**src/hw/rtl/dsdi_pkg.sv**
```systemverilog
// shared types and constants of the daily schedule dimmer interpolator
// no dependencies
package dsdi_pkg;

    localparam int LEVEL_W   = 8;
    localparam int SLOT_W    = 5;
    localparam int CHAN_W    = 3;
    localparam int MINUTE_W  = 6;
    localparam int MAX_LANES = 8;

    localparam logic KIND_WRITE = 1'b0;
    localparam logic KIND_QUERY = 1'b1;

    typedef struct packed {
        logic                kind;
        logic [SLOT_W-1:0]   slot;
        logic [CHAN_W-1:0]   channel;
        logic [LEVEL_W-1:0]  level;
        logic [MINUTE_W-1:0] minute;
    } t_in_item;

    typedef struct packed {
        logic [LEVEL_W-1:0] duty_ch0;
        logic [LEVEL_W-1:0] duty_ch1;
        logic [LEVEL_W-1:0] duty_ch2;
        logic [LEVEL_W-1:0] duty_ch3;
        logic [LEVEL_W-1:0] duty_ch4;
        logic [LEVEL_W-1:0] duty_ch5;
        logic [LEVEL_W-1:0] duty_ch6;
        logic [LEVEL_W-1:0] duty_ch7;
    } t_out_item;

    // per-cycle control from the pipeline sequencer to every channel lane
    typedef struct packed {
        logic wr_en;   // setpoint write to a slot in range
        logic ld1;     // table read stage loads
        logic ld2;     // product stage loads
        logic ld3;     // result stage loads
        logic zero2;   // item in read stage queried a slot out of range
    } t_lane_ctl;

endpackage

```
**src/hw/rtl/dsdi_lane.sv**
```systemverilog
// one channel lane: setpoint column memory, product stage and scaled divide
// depends on dsdi_pkg
module dsdi_lane
    import dsdi_pkg::*;
#(
    parameter int NUM_SLOTS      = 24,
    parameter int STEPS_PER_SLOT = 60,
    parameter int LANE_IDX       = 0
) (
    input  logic                              i_clk,
    input  logic                              i_rst_n,
    input  t_lane_ctl                         i_ctl,
    input  logic [$clog2(NUM_SLOTS)-1:0]      i_wr_slot,
    input  logic [CHAN_W-1:0]                 i_wr_chan,
    input  logic [LEVEL_W-1:0]                i_wr_level,
    input  logic [$clog2(NUM_SLOTS)-1:0]      i_rd_slot,
    input  logic [$clog2(NUM_SLOTS)-1:0]      i_rd_next,
    input  logic [$clog2(STEPS_PER_SLOT)-1:0] i_minute,
    output logic [LEVEL_W-1:0]                o_duty
);

    localparam int MW   = $clog2(STEPS_PER_SLOT);
    localparam int DIV  = STEPS_PER_SLOT - 1;
    localparam int PW   = MW + LEVEL_W;
    localparam int XW   = PW + 1;
    // shift chosen so that the reciprocal error times the largest dividend stays below 2^SH
    localparam int SH   = 2 * MW + LEVEL_W + 1;
    localparam int RW   = SH + 1;
    localparam longint RECIP_L = ((longint'(1) << SH) + longint'(DIV) - 1) / longint'(DIV);
    localparam logic [RW-1:0] RECIP  = RW'(RECIP_L);
    localparam logic [XW-1:0] BIAS   = XW'(DIV - 1);

    logic [LEVEL_W-1:0] r_mem [NUM_SLOTS];
    logic [NUM_SLOTS-1:0] r_vld;

    logic [LEVEL_W-1:0] r_a, r_b;
    logic               r_va, r_vb;
    logic [PW-1:0]      r_prod;
    logic               r_neg;
    logic [LEVEL_W-1:0] r_a2;
    logic [LEVEL_W-1:0] r_duty;

    logic               wr_hit;
    logic [LEVEL_W-1:0] a_eff, b_eff, diff;
    logic               neg;
    logic [PW-1:0]      n_prod;
    logic [XW-1:0]      dividend;
    logic [XW+RW-1:0]   scaled;
    logic [LEVEL_W-1:0] quot;
    logic [LEVEL_W-1:0] n_duty;

    assign wr_hit = i_ctl.wr_en && (i_wr_chan == CHAN_W'(LANE_IDX));

    // column memory, one write and two reads per cycle
    always_ff @(posedge i_clk) begin
        if (wr_hit) begin
            r_mem[i_wr_slot] <= i_wr_level;
        end
        if (i_ctl.ld1) begin
            r_a  <= r_mem[i_rd_slot];
            r_b  <= r_mem[i_rd_next];
            r_va <= r_vld[i_rd_slot];
            r_vb <= r_vld[i_rd_next];
        end
    end

    // an entry never written reads as zero
    always_ff @(posedge i_clk) begin
        if (!i_rst_n) begin
            r_vld <= '0;
        end else if (wr_hit) begin
            r_vld[i_wr_slot] <= 1'b1;
        end
    end

    always_comb begin
        a_eff  = (r_va && !i_ctl.zero2) ? r_a : '0;
        b_eff  = (r_vb && !i_ctl.zero2) ? r_b : '0;
        neg    = b_eff < a_eff;
        diff   = neg ? (a_eff - b_eff) : (b_eff - a_eff);
        n_prod = PW'(i_minute) * PW'(diff);
    end

    always_ff @(posedge i_clk) begin
        if (i_ctl.ld2) begin
            r_prod <= n_prod;
            r_neg  <= neg;
            r_a2   <= a_eff;
        end
    end

    // floor for rising ramps, ceiling (biased dividend) for falling ones
    always_comb begin
        dividend = XW'(r_prod) + (r_neg ? BIAS : '0);
        scaled   = (XW+RW)'(dividend) * (XW+RW)'(RECIP);
        quot     = scaled[SH +: LEVEL_W];
        n_duty   = r_neg ? (r_a2 - quot) : (r_a2 + quot);
    end

    always_ff @(posedge i_clk) begin
        if (i_ctl.ld3) begin
            r_duty <= n_duty;
        end
    end

    assign o_duty = r_duty;

endmodule

```
**config.mk**
```make
export PLATFORM = sky130hd
export DESIGN_NAME = dsdi_lane
export DESIGN_NICKNAME = d
export VERILOG_FILES = /design/src/hw/rtl/dsdi_pkg.sv /design/src/hw/rtl/dsdi_lane.sv
export SDC_FILE = /design/constraint.sdc
export NUM_CORES = 1
export LEC_CHECK = 0
export BUFFER_PORTS_ARGS = -buffer_cell sky130_fd_sc_hd__buf_2
export CORE_ASPECT_RATIO = 1.1
export CORE_MARGIN = 2
export CORE_UTILIZATION = 55
export DETAILED_ROUTE_END_ITERATION = 12
export GPL_TIMING_DRIVEN = 1
export HOLD_SLACK_MARGIN = 0.08
export PLACE_DENSITY_LB_ADDON = 0.05
export SKIP_LAST_GASP = 1
export SYNTH_ARGS = -nofsm -noshare
export SYNTH_HDL_FRONTEND = slang
export SYNTH_SLANG_ARGS = --single-unit
```
**constraint.sdc**
```tcl
create_clock -name i_clk -period 8.9 [get_ports i_clk]
set_clock_uncertainty 0.05 [all_clocks]
set_input_delay 1.78 -clock i_clk [delete_from_list [all_inputs] [get_ports i_clk]]
set_output_delay 1.78 -clock i_clk [all_outputs]
set_load 0.05 [all_outputs]
```
### After elaboration in Yosys (flattened, before gate mapping)

Memories as Yosys holds them, arrays and structs flattened. A register that Yosys moved wholly into a read port is not among the register bits.
Cells that the tools add are included.

* $lt $le $gt $ge: 5
* bitwise logic cells: 1
* muxes and demuxes: 13
* add/sub/neg operators: 5
* $mul: 2
* reductions and logical operators: 6

Operators by type and width (count)
* $mux 8: 4
* $mul 15x16->29 const B: 1
* $or 24x24->24: 1
* $sub 8x8->8: 3
* $lt 5x6->1 const B: 3
* $add 14x6->15: 1
* $mul 6x8->14: 1
* $bmux 1 s5: 2
* $add 8x8->8: 1
* $lt 8x8->1: 1
* $mux 6: 1
* $demux 1 s5: 1
* $ge 5x1->1 const B: 1
* $mux 1: 5
* $logic_and 1x1->1: 4
* $logic_not 3->1: 1
* $logic_not 1->1: 1

* output and inout port bits: 8
* input port bits: 39
* RAM bits: 192
* logic and storage cells: 40
* memories kept: 1
* bits in registers: 57

Memories
* r_mem: words 24, bits a word 8, rd ports 2, clocked after memory_dff 2, write ports 1, line dsdi_lane.sv:33 `logic [LEVEL_W-1:0] r_mem [NUM_SLOTS];`

### Logic depth before layout (Yosys ltp)

Gate-level depths: netlist (run 1).

* depth after elaboration: 6
* mapped depth: 36
* mapped depth without buffers: 36

### Worst setup path after synthesis (run 1)

No wires, ideal clock.

* path type: flip-flop to flip-flop
* start: register r_neg
* end: register r_duty[7], in the netlist o_duty[7], data pin
* setup slack: 0.766 ns
* stages on the path, launching flop included: 33
* setup time: 0.258 ns
* buffers on the path: 0
* data required time: 8.592 ns
* clock period less this slack: 8.134 ns
* arrival time: 7.826 ns
* cell sequence: edfxtp_1 -> ha_1 -> a31oi_1 -> o21ai_1 -> and2_1 -> o21a_1 -> nand4_1 -> xor2_1 -> inv_2 -> and2_1 -> fa_1 -> fa_1 -> fa_1 -> fa_1 -> ha_1 -> ha_1 -> a21oi_1 -> o21ai_0 -> nand4_1 -> a21boi_0 -> a211oi_1 -> xor2_1 -> ha_1 -> a21oi_1 -> ha_1 -> a21o_1 -> a21o_1 -> a21o_1 -> a21oi_1 -> o21ai_0 -> xnor2_1 -> xnor2_1 -> xnor2_1

* longest elaborated chain between the ends: 5
* elaborated cells between the ends (all ways): 6
* those cells by class: add/sub: 3; mul: 1; mux: 2

Ends and longest elaborated chain
* start: declaration: line dsdi_lane.sv:39 `logic r_neg;`
* start signal: assignment: line dsdi_lane.sv:87 `r_neg <= neg;`
* $mux 6: line dsdi_lane.sv:94 `dividend = XW'(r_prod) + (r_neg ? BIAS : '0);`
* $add 14x6->15: line dsdi_lane.sv:94
* $mul 15x16->29: line dsdi_lane.sv:95 `scaled = (XW+RW)'(dividend) * (XW+RW)'(RECIP);`
* $add 8x8->8 or $sub 8x8->8 (tied branches): line dsdi_lane.sv:97 `n_duty = r_neg ? (r_a2 - quot) : (r_a2 + quot);`
* $mux 8 (*): line dsdi_lane.sv:97
* named net n_duty[7]: line dsdi_lane.sv:50 `logic [LEVEL_W-1:0] n_duty;`
* end signal: assignment: line dsdi_lane.sv:102 `r_duty <= n_duty;`
* end: declaration: line dsdi_lane.sv:41 `logic [LEVEL_W-1:0] r_duty;`

The timed path passes the listed nets; every way through them passes the cells marked *.
A chain may end at the register's enable or synchronous reset.

### Final worst setup path (run 1)

Same ends and word-level chain as after synthesis.

==> results.md, run 1 <==
* Status: finished clean
* Synth cell types at 70
* Drt total wl at 39.00 mm
* Final setup viols at 0
* Post-Syn Area at 17960 um2
* Met3 Wirelength at 1.271 mm
* Top routing layer in use: met4
* # port buffers at 46
* # rows at 69
* Crit end category: flip-flop
* GP Congestion at 0.8559
* Largest cells by area after synthesis: edfxtp_1 (40%), mux4_2 (16%), ha_1 (10%)
* TritonCTS Sinks at 265
* Final-report max-slew violation count at 0
* YS warnings at 0
* Pre-Repair DR Iteration Count at 5
* Crit Path Class: flip-flop to flip-flop
* DP Wirelength at 29.16 mm
* Fraction of the mapped netlist area in adder cells at 0.2008
* First-pass GRT wire length at 62.04 mm
* Area of the die at 34120 um2
* #FFs+latches synth at 265
* Clk slew on worst S/H paths at 0.06 ns
* Main synth FF type: edfxtp_1
* CTS tree: built
* CP max-delay cell: fa_1
* Nets@finish at 1624
* Synth Area in Compound Gates at 0.06116
* Synth Area in XOR/XNOR at 0.02884
* Vias in the first global route at 11460
* Hold Slack at 0.4376 ns
* Dpl cell area at 18710 um2
* Crit share post-route at 0.9428
* Largest family of logic cells by synthesized area: adder cells
* Initial Util at 0.5578
* Overflow after GRT at 0
* Yosys top cell area share at 0.4029
* Commonest cells in the synthesized netlist: edfxtp_1 (241), ha_1 (149), inv_1 (146)
* CP top delay family: adder cells
* Fmax at 119.2 MHz
* Vias at 10650
* Max cap viols at 0
* Antenna cells at 0
* Final design area excluding fillers at 19780 um2
* Final Util at 0.6141
* Required time worst endpoint at 9.15 ns
* Multiplexer share of the synthesized area at 0.1741
* Met2 Wirelength at 21.48 mm
* Core area at 32200 um2
* Period minus WS final at 8.391 ns
* Clock Root Buffer: clkbuf_16
* Number of DRC markers in iteration 0 at 739
* Overall Global Routing Usage at 0.2364
* Initial antenna violation count at 0
* Layout area overhead at 10.09%
* Clk_lat worst skew at 0.54 ns
* Io pins at 47
* Post-route ant nets at 0
* Worst Tran Pin Value at 1.249 ns
* H-tree Lvls at 1
* Hold Path Class: flip-flop to flip-flop
* Drt wl/cell at 21.71 um
* Post-Syn Area per Cell at 13.84 um2
* Die width at 176.3 um
* Async set-reset flop share out of synthesis at 0
* Final hold vios at 0
* DIE HEIGHT at 193.5 um
* Crit Path Max Fanout at 5
* Count leader, synth: edfxtp_1
* Seq/Total Area, Yosys at 0.4296
* Drt via density at 5.924
* Clock buffer depth at 3
* Fraction of layout cells with a size suffix above 1 at 0.2071
* Worst slew margin at 0.1643
* Worst setup SP type: flip-flop
* Maximum number of pins on one net before global-route repair at 55
* Post-synth EDFFs at 241
* Largest area contributor in the netlist: edfxtp_1
* Post-Synthesis Cells at 1298
* Simple-Gate Fraction of Synth Area at 0.06234
* DR DRC count at 0
* WP buf/inv at 3
* Max incr delay on CP at 0.57 ns
* TritonCTS Buffers at 28
* WL met1 at 15.55 mm
* CP arrival at 8.64 ns
-- registers in the layout, summed over array words and instances (netlist names), 8 cells and up --
| signal | cells |
|---|---|
| r_prod | 14 |
| r_a2 | 8 |
| r_mem | 192 |
| r_b | 8 |
| r_vld | 24 |
| r_a | 8 |
| o_duty | 8 |
-- path summary, 6_finish.rpt --
path         startpoint        end  slack, ns  cells past startpoint
max               r_neg  o_duty[7]       0.51                     33
min            r_vld[7]   r_vld[7]       0.44                      1
max reg2reg       r_neg  o_duty[7]       0.51                     33
min reg2reg    r_vld[7]   r_vld[7]       0.44                      1
-- metrics by stage --
stage	instances	worst slack [ns]	TNS [ns]
finish	1797	0.5087	0
detailed placement	1744	0.05375	0
global placement	1744	0.1004	0
floorplan	1299	0.7657	0
global route	1797	-0.01103	-0.01103
CTS	1796	0.02285	0
-- cell usage in the layout, fill, tap and decap left out, types with 40 or more instances in the layout --
master	Yosys	layout
fa_1	87	87
inv_1	146	144
nor2_1	63	62
buf_2	14	42
mux4_2	126	126
xnor2_1	42	40
a21oi_1	53	51
edfxtp_1	241	241
ha_1	149	148
nand2_1	77	77
-- repair_timing --
action	4_1_cts	5_1_grt
hold buffers	0	0
buffers inserted	0	1
resized for setup	0	17
endpoints found under the setup margin	0	1
-- cells by family (layout without fill, tap and decap cells) --
family | Yosys count | after routing
AND/OR/NAND/NOR | 226 | 226
flip-flops | 265 | 265
adder cells (fa/ha/maj) | 236 | 236
buffers and inverters | 199 | 271
XOR/XNOR | 57 | 57
other | 1 | 2
multiplexers | 154 | 154
AO/OA/AOI/OAI | 160 | 160
-- per-layer routing --
metal | up-vias | GRT usage
met5 | - | 0
met4 | 0 | 0.04775
met3 | 45 | 0.02457
met2 | 197 | 0.4484
met1 | 5477 | 0.2906
li1 | 4926 | -
-- layout make-up --
type | instances | area [um2]
fill | 2478 | 12430
multi-input combinational | 835 | 9548
sequential | 265 | 7717
clock buffer | 30 | 708.2
inverter | 147 | 551.8
tap | 426 | 533.0
timing repair buffer | 72 | 435.4
clock inverter | 22 | 281.5
Power of run 1 is left out: the tool's default activity adds up to more than one toggle a clock period on the data nets, which glitch-free logic cannot reach.
==> run 2: changes to the inputs <==
--- a/config.mk
+++ b/config.mk
@@ -10,7 +10,7 @@
 export CORE_MARGIN = 2
 export CORE_UTILIZATION = 55
 export DETAILED_ROUTE_END_ITERATION = 12
-export GPL_TIMING_DRIVEN = 1
+export GPL_TIMING_DRIVEN = 0
 export HOLD_SLACK_MARGIN = 0.08
 export PLACE_DENSITY_LB_ADDON = 0.05
 export SKIP_LAST_GASP = 1
==> run 2 against run 1 <==
Effect of this change: maximum frequency decreased by 1.1%; non-clock buffer count is 38 higher; worst hold slack got worse by 0.0029 ns; global-route usage up 1.9 points; flip-flop and latch count stayed put; critical path type unchanged; highest routed layer unchanged; critical endpoint unchanged; register-to-register slack got worse by 0.095 ns; final area grew 0.71%; cell count increased by 2.1%; worst setup slack got worse by 0.095 ns; critical path depth down 1.
==> results.md, run 2 (same netlist as run 1, synthesis figures left out) <==
* Final setup margin at 0.4133 ns (-0.09538 ns)
* DIE HEIGHT at 193.5 um (unchanged)
* Maximum number of pins on one net before global-route repair at 25 (-55%)
* TritonCTS Sinks at 265 (unchanged)
* Grt peak-use layer: met2
* Largest registers: r_mem: 192 flops, r_vld: 24 flops, r_prod: 14 flops
* Period minus WS final at 8.487 ns (+0.09538 ns)
* Crit Path Max Fanout at 5 (unchanged)
* Commonest cells after routing, fill and taps aside: edfxtp_1 (241), inv_1 (144), ha_1 (144)
* Fmax at 117.8 MHz (-1.1%)
* Commonest non-fill, non-tap cell in the layout: edfxtp_1
* Max cap viols at 0 (unchanged)
* DR DRC count at 0 (unchanged)
* Clk slew on worst S/H paths at 0.06 ns (about the same)
* Vias in the first global route at 11540 (+0.69%)
* Crit Path Class: flip-flop to flip-flop
* # rows at 69 (unchanged)
* Max incr delay on CP at 0.53 ns (-0.04 ns)
* DP Wirelength at 30.79 mm (+5.6%)
* Pre-Repair DR Iteration Count at 5 (unchanged)
* CP max-delay cell: fa_1
* Initial Util at 0.5578 (unchanged)
* Drt wl/cell at 22.92 um (+5.6%)
* Core area at 32200 um2 (unchanged)
* Crit share post-route at 0.9536 (+0.01072)
* Pre-CTS setup slack at -0.5410 ns (-0.5947 ns)
* First-pass GRT wire length at 65.13 mm (+5.0%)
* Nets@finish at 1662 (+2.3%)
* Final hold vios at 0 (unchanged)
* Initial antenna violation count at 0 (unchanged)
* Drt via density at 5.943 (+0.33%)
* Clock buffer depth at 3 (unchanged)
* Clock Root Buffer: clkbuf_16
* Number of DRC markers in iteration 0 at 735 (-0.54%)
* Final setup viols at 0 (unchanged)
* Largest Register: r_mem
* Vias at 10900 (+2.4%)
* Fraction of layout cells with a size suffix above 1 at 0.2081 (+0.0009485)
* Io pins at 47 (unchanged)
* Area of the die at 34120 um2 (unchanged)
* Drt total wl at 42.04 mm (+7.8%)
* # port buffers at 36 (-22%)
* Required time worst endpoint at 9.17 ns (+0.02 ns)
* Worst setup SP type: flip-flop
* Overall Global Routing Usage at 0.2551 (+0.01873)
* Worst Tran Pin Value at 1.342 ns (+0.09341 ns)
* Clk_lat worst skew at 0.57 ns (+0.03 ns)
* Status: finished clean
* H-tree Lvls at 1 (unchanged)
* Hold Path Class: flip-flop to flip-flop
* Final non-filler cell total at 1834 (+2.1%)
* # fillers at 2501 (+0.93%)
* M1 GR Usage at 0.3154 (+0.02484)
* CTS tree: built
* Number of cells after detailed placement at 1761 (+0.97%)
* M3 GR Usage at 0.02496 (+0.0003931)
* Worst slew margin at 0.1018 (-0.06250)
* Antenna cells at 0 (unchanged)
* GP Congestion at 0.8277 (-3.3%)
* GR Util met2 at 0.4687 (+0.02033)
* TritonCTS Buffers at 28 (unchanged)
* Die width at 176.3 um (unchanged)
* CP arrival at 8.75 ns (+0.11 ns)
* Final-report max-slew violation count at 0 (unchanged)
* Overflow after GRT at 0 (unchanged)
* Largest register FFs at 192 (unchanged)
* Final design area excluding fillers at 19920 um2 (+0.71%)
* Crit end category: flip-flop
* Layout area overhead at 10.87%
* Post-route ant nets at 0 (unchanged)
* Dpl cell area at 18680 um2 (-0.15%)
-- run 2: changes by cell type in the layout (fill, tap and decap cells not counted), sizes merged --
cell           before  now
buf                72   74
bufinv              6    0
clkbuf             30   69
clkdlybuf4s50       0    1
clkinv             10   15
clkinvlp            3    0
inv               150  149
-- run 2: critical path, delay by kind of cell, from the launching register on --
family          cells  cell delay (ns)
compound gates     12             2.06
xor+xnor            5             1.00
fa+ha+maj          11             4.28
buf+inv             3             0.33
flops               1             0.37
simple gates        1             0.13
-- run 2: layer usage --
metal / wire length [um] / vias up
met5: 0 / -
met4: 1357 / 0
met1: 16220 / 5547
li1: - / 5008
met3: 1694 / 73
met2: 22760 / 272
-- run 2: through the flow --
step	hold slack (ns)	TNS, ns	utilization
after global placement	0.4099	-0.5191	0.5801
after global routing	0.4572	-0.04701	0.6184
after CTS	0.4381	0	0.6093
after detailed placement	0.4233	-0.5440	0.5801
final	0.4347	0	0.6184
after floorplan	0.4019	0	-
-- run 2: final timing paths --
path	from	endpoint	slack, ns	cells after the start
worst max-delay path	r_neg	o_duty[7]	0.41	32
worst min-delay path	r_vld[23]	r_vld[23]	0.43	1
worst max register to register	r_neg	o_duty[7]	0.41	32
worst min register to register	r_vld[23]	r_vld[23]	0.43	1
-- run 2: area by class of cell --
type | count | area (um2) | share of cell area
Tap cell | 426 | 533.0 | 0.02676
Buffer | 52 | 221.5 | 0.01112
Timing Repair Buffer | 58 | 357.8 | 0.01797
Sequential cell | 265 | 7717 | 0.3875
Clock buffer | 34 | 733.2 | 0.03682
Inverter | 147 | 551.8 | 0.02771
Clock inverter | 17 | 98.84 | 0.004963
Multi-Input combinational cell | 835 | 9702 | 0.4872
-- run 2: repair_timing --
action                     4_1_cts  5_1_grt
pin swaps                        1       10
hold buffers                     0        0
setup endpoints to repair        2        1
gates resized for setup         11       25
buffers inserted                 4       18
Power of run 2 is left out for the same reason.
==> run 3: changes to the inputs <==
--- a/config.mk
+++ b/config.mk
@@ -5,10 +5,11 @@
 export SDC_FILE = /design/constraint.sdc
 export NUM_CORES = 1
 export LEC_CHECK = 0
+export ABC_AREA = 1
 export BUFFER_PORTS_ARGS = -buffer_cell sky130_fd_sc_hd__buf_2
 export CORE_ASPECT_RATIO = 1.1
 export CORE_MARGIN = 2
-export CORE_UTILIZATION = 55
+export CORE_UTILIZATION = 47
 export DETAILED_ROUTE_END_ITERATION = 12
 export GPL_TIMING_DRIVEN = 0
 export HOLD_SLACK_MARGIN = 0.08
==> constraint.sdc (replaced) <==
create_clock -name i_clk -period 8.9 [get_ports i_clk]
set_clock_uncertainty 0.05 [all_clocks]
set_input_delay 1.335 -clock i_clk [delete_from_list [all_inputs] [get_ports i_clk]]
set_output_delay 1.335 -clock i_clk [all_outputs]
set_load 0.05 [all_outputs]
==> run 3 against run 2 <==
Effect of this change: sequential share of layout area down 2.7 points; routed wire length grew 53%; register-to-register slack better by 0.22 ns; core utilization down 9.6 points; die area rose by 26%; maximum frequency is 2.7% higher; cell count increased by 57%; critical path depth rose by 11; critical path type unchanged; critical endpoint unchanged; largest cell class unchanged; highest routed layer unchanged.
==> results.md, run 3 <==
* Status: finished clean
* Crit end category: flip-flop
* Yosys top cell area share at 0.3725 (-0.03043)
* TritonCTS Sinks at 265 (unchanged)
* Layout area overhead at 10.25%
* Clock Root Buffer: clkbuf_16
* TritonCTS Buffers at 28 (unchanged)
* Required time worst endpoint at 9.17 ns (about the same)
* Maximum number of pins on one net before global-route repair at 25 (unchanged)
* Max cap viols at 0 (unchanged)
* Initial antenna violation count at 0 (unchanged)
* Commonest non-fill, non-tap cell in the layout: inv_1
* Overflow after GRT at 0 (unchanged)
* First-pass GRT wire length at 96.76 mm (+49%)
* Drt wl/cell at 22.25 um (-2.9%)
* Final-report max-slew violation count at 0 (unchanged)
* Drt via density at 5.624 (-5.4%)
* DR DRC count at 0 (unchanged)
* Commonest cells after routing, fill and taps aside: inv_1 (353), nand2_1 (333), o21ai_0 (257)
* Number of DRC markers in iteration 0 at 1538 (+110%)
* DIE HEIGHT at 217.2 um (+12%)
* Clk_lat worst skew at 0.59 ns (+0.02 ns)
* # rows at 78 (+13%)
* H-tree Lvls at 1 (unchanged)
* Fmax at 121.0 MHz (+2.7%)
* Vias in the first global route at 16120 (+40%)
* Async set-reset flop share out of synthesis at 0 (unchanged)
* Final design area excluding fillers at 21420 um2 (+7.6%)
* Crit share post-route at 0.9289 (-0.02463)
* Core area at 40990 um2 (+27%)
* Commonest cells in the synthesized netlist: inv_1 (354), nand2_1 (336), o21ai_0 (257)
* Crit Path Class: flip-flop to flip-flop
* Nets@finish at 2619 (+58%)
* Vias at 16220 (+49%)
* Main synth FF type: edfxtp_1
* Largest registers: r_mem: 192 flops, r_vld: 24 flops, r_prod: 14 flops
* Final setup viols at 0 (unchanged)
* CP max-delay cell: edfxtp_1
* Initial Util at 0.4740 (-0.08377)
* Io pins at 47 (unchanged)
* Post-Syn Area per Cell at 8.586 um2 (-38%)
* Synth cell types at 48 (-31%)
* Largest register FFs at 192 (unchanged)
* Seq/Total Area, Yosys at 0.3972 (-0.03245)
* Most common cell on crit path: nand2_1
* Hold Path Class: flip-flop to flip-flop
* Post-Synthesis Cells at 2263 (+74%)
* Worst R2R Path Depth at 43 (+34%)
* Post-route ant nets at 0 (unchanged)
* # hold bufs at CTS at 0 (unchanged)
* Largest area contributor in the netlist: edfxtp_1
* Setup TNS at 0 ns (unchanged)
* DP Wirelength at 49.03 mm (+59%)
* Antenna cells at 0 (unchanged)
* Clock buffer depth at 3 (unchanged)
* Drt total wl at 64.16 mm (+53%)
* Die width at 197.9 um (+12%)
* Largest cells by area after synthesis: edfxtp_1 (37%), ha_1 (9.6%), fa_1 (9.0%)
* Area of the die at 42980 um2 (+26%)
* Final hold vios at 0 (unchanged)
* Pre-Repair DR Iteration Count at 5 (unchanged)
* YS warnings at 0 (unchanged)
* Max incr delay on CP at 0.54 ns (about the same)
* Crit Path Max Fanout at 5 (unchanged)
* Post-synth EDFFs at 241 (unchanged)
* #FFs+latches synth at 265 (unchanged)
* Worst setup SP type: flip-flop
* CTS tree: built
* CP arrival at 8.54 ns (-0.21 ns)
* Worst Tran Pin Value at 1.339 ns (-0.003155 ns)
* # port buffers at 43 (+19%)
* Count leader, synth: inv_1
* Overall Global Routing Usage at 0.3037 (+0.04856)
* Worst slew margin at 0.1039 (+0.002111)
* Post-Syn Area at 19430 um2 (+8.2%)
* Hold path cells at 2 (+1)
* Clk slew on worst S/H paths at 0.06 ns (about the same)
* Period minus WS final at 8.268 ns (-0.2192 ns)
* GP Congestion at 0.9756 (+18%)
* Fraction of layout cells with a size suffix above 1 at 0.07107 (-0.1370)
* Dpl cell area at 20300 um2 (+8.7%)
* Largest Register: r_mem
==> run 3: cell count changes after synthesis, moves of 21 or more <==
cell / change
clkbuf_1: +23
mux2i_1: -21
nor2_1: +134
nand2_1: +259
xnor2_1: -35
a21oi_1: +128
o211ai_1: +40
o21ai_0: +246
o21a_1: -26
mux4_2: -126
inv_1: +208
nand3_1: +146
==> run 3: what timing repair did <==
| action | 4_1_cts | 5_1_grt |
|---|---|---|
| setup buffers | 1 | 6 |
| pin swaps | 0 | 1 |
| resized for setup | 4 | 16 |
| setup endpoints to repair | 1 | 1 |
==> run 3: final timing paths <==
path	from	endpoint	slack (ns)
hold reg to reg	r_vld[7]	r_vld[7]	0.42
setup / recovery	r_neg	o_duty[7]	0.63
setup reg to reg	r_neg	o_duty[7]	0.63
hold / removal	r_vld[7]	r_vld[7]	0.42
==> run 3: cell type report <==
class	instances	area, um2
clock buffer	30	708.2
timing repair buffer	50	267.8
fill	3875	19570
sequential	265	7717
multi-input combinational	1544	10090
clock inverter	20	247.7
tap	520	650.6
inverter	367	1380
buffer	88	361.6
==> run 3: kinds of logic (layout without fill, tap and decap cells) <==
| logic type | Yosys count | in the layout | synth area share |
|---|---|---|---|
| AND/OR/NAND/NOR | 747 | 747 | 0.1639 |
| AO/OA/AOI/OAI | 516 | 516 | 0.1428 |
| buffers and inverters | 455 | 555 | 0.08964 |
| flip-flops | 265 | 265 | 0.3972 |
| adder cells (fa/ha/maj) | 236 | 236 | 0.1856 |
| XOR/XNOR | 43 | 43 | 0.02074 |
| other | 1 | 2 | 0.0001930 |
==> run 3: critical path: cells and delay by family (launching register included) <==
kind	cells	cell delay (ns)
DFF	1	0.54
AOI/OAI and AO/OA	4	0.59
and+or+nand+nor	24	2.74
buffers and inverters	4	0.38
adders and majority gates	11	3.68
==> run 3: routing by layer <==
metal / part of all wire / routed length [um] / track usage / vias to the layer above
li1: - / - / - / 7734
met1: 0.40 / 25810 / 0.3776 / 7776
met2: 0.50 / 32090 / 0.5419 / 576
met3: 0.057 / 3637 / 0.03037 / 135
met4: 0.041 / 2621 / 0.1193 / 0
met5: 0 / 0 / 0 / -
==> run 3: stage by stage <==
step | instances | worst slack [ns] | hold slack, ns | utilization
CTS | 2878 | 0.09770 | 0.4255 | 0.5194
floorplan | 2264 | 1.507 | 0.3903 | -
detailed placement | 2827 | -0.3457 | 0.4117 | 0.4952
global route | 2884 | -0.02611 | 0.4550 | 0.5226
finish | 2884 | 0.6324 | 0.4229 | 0.5226
global placement | 2827 | -0.3709 | 0.4016 | 0.4952
Power of run 3 is left out for the same reason.
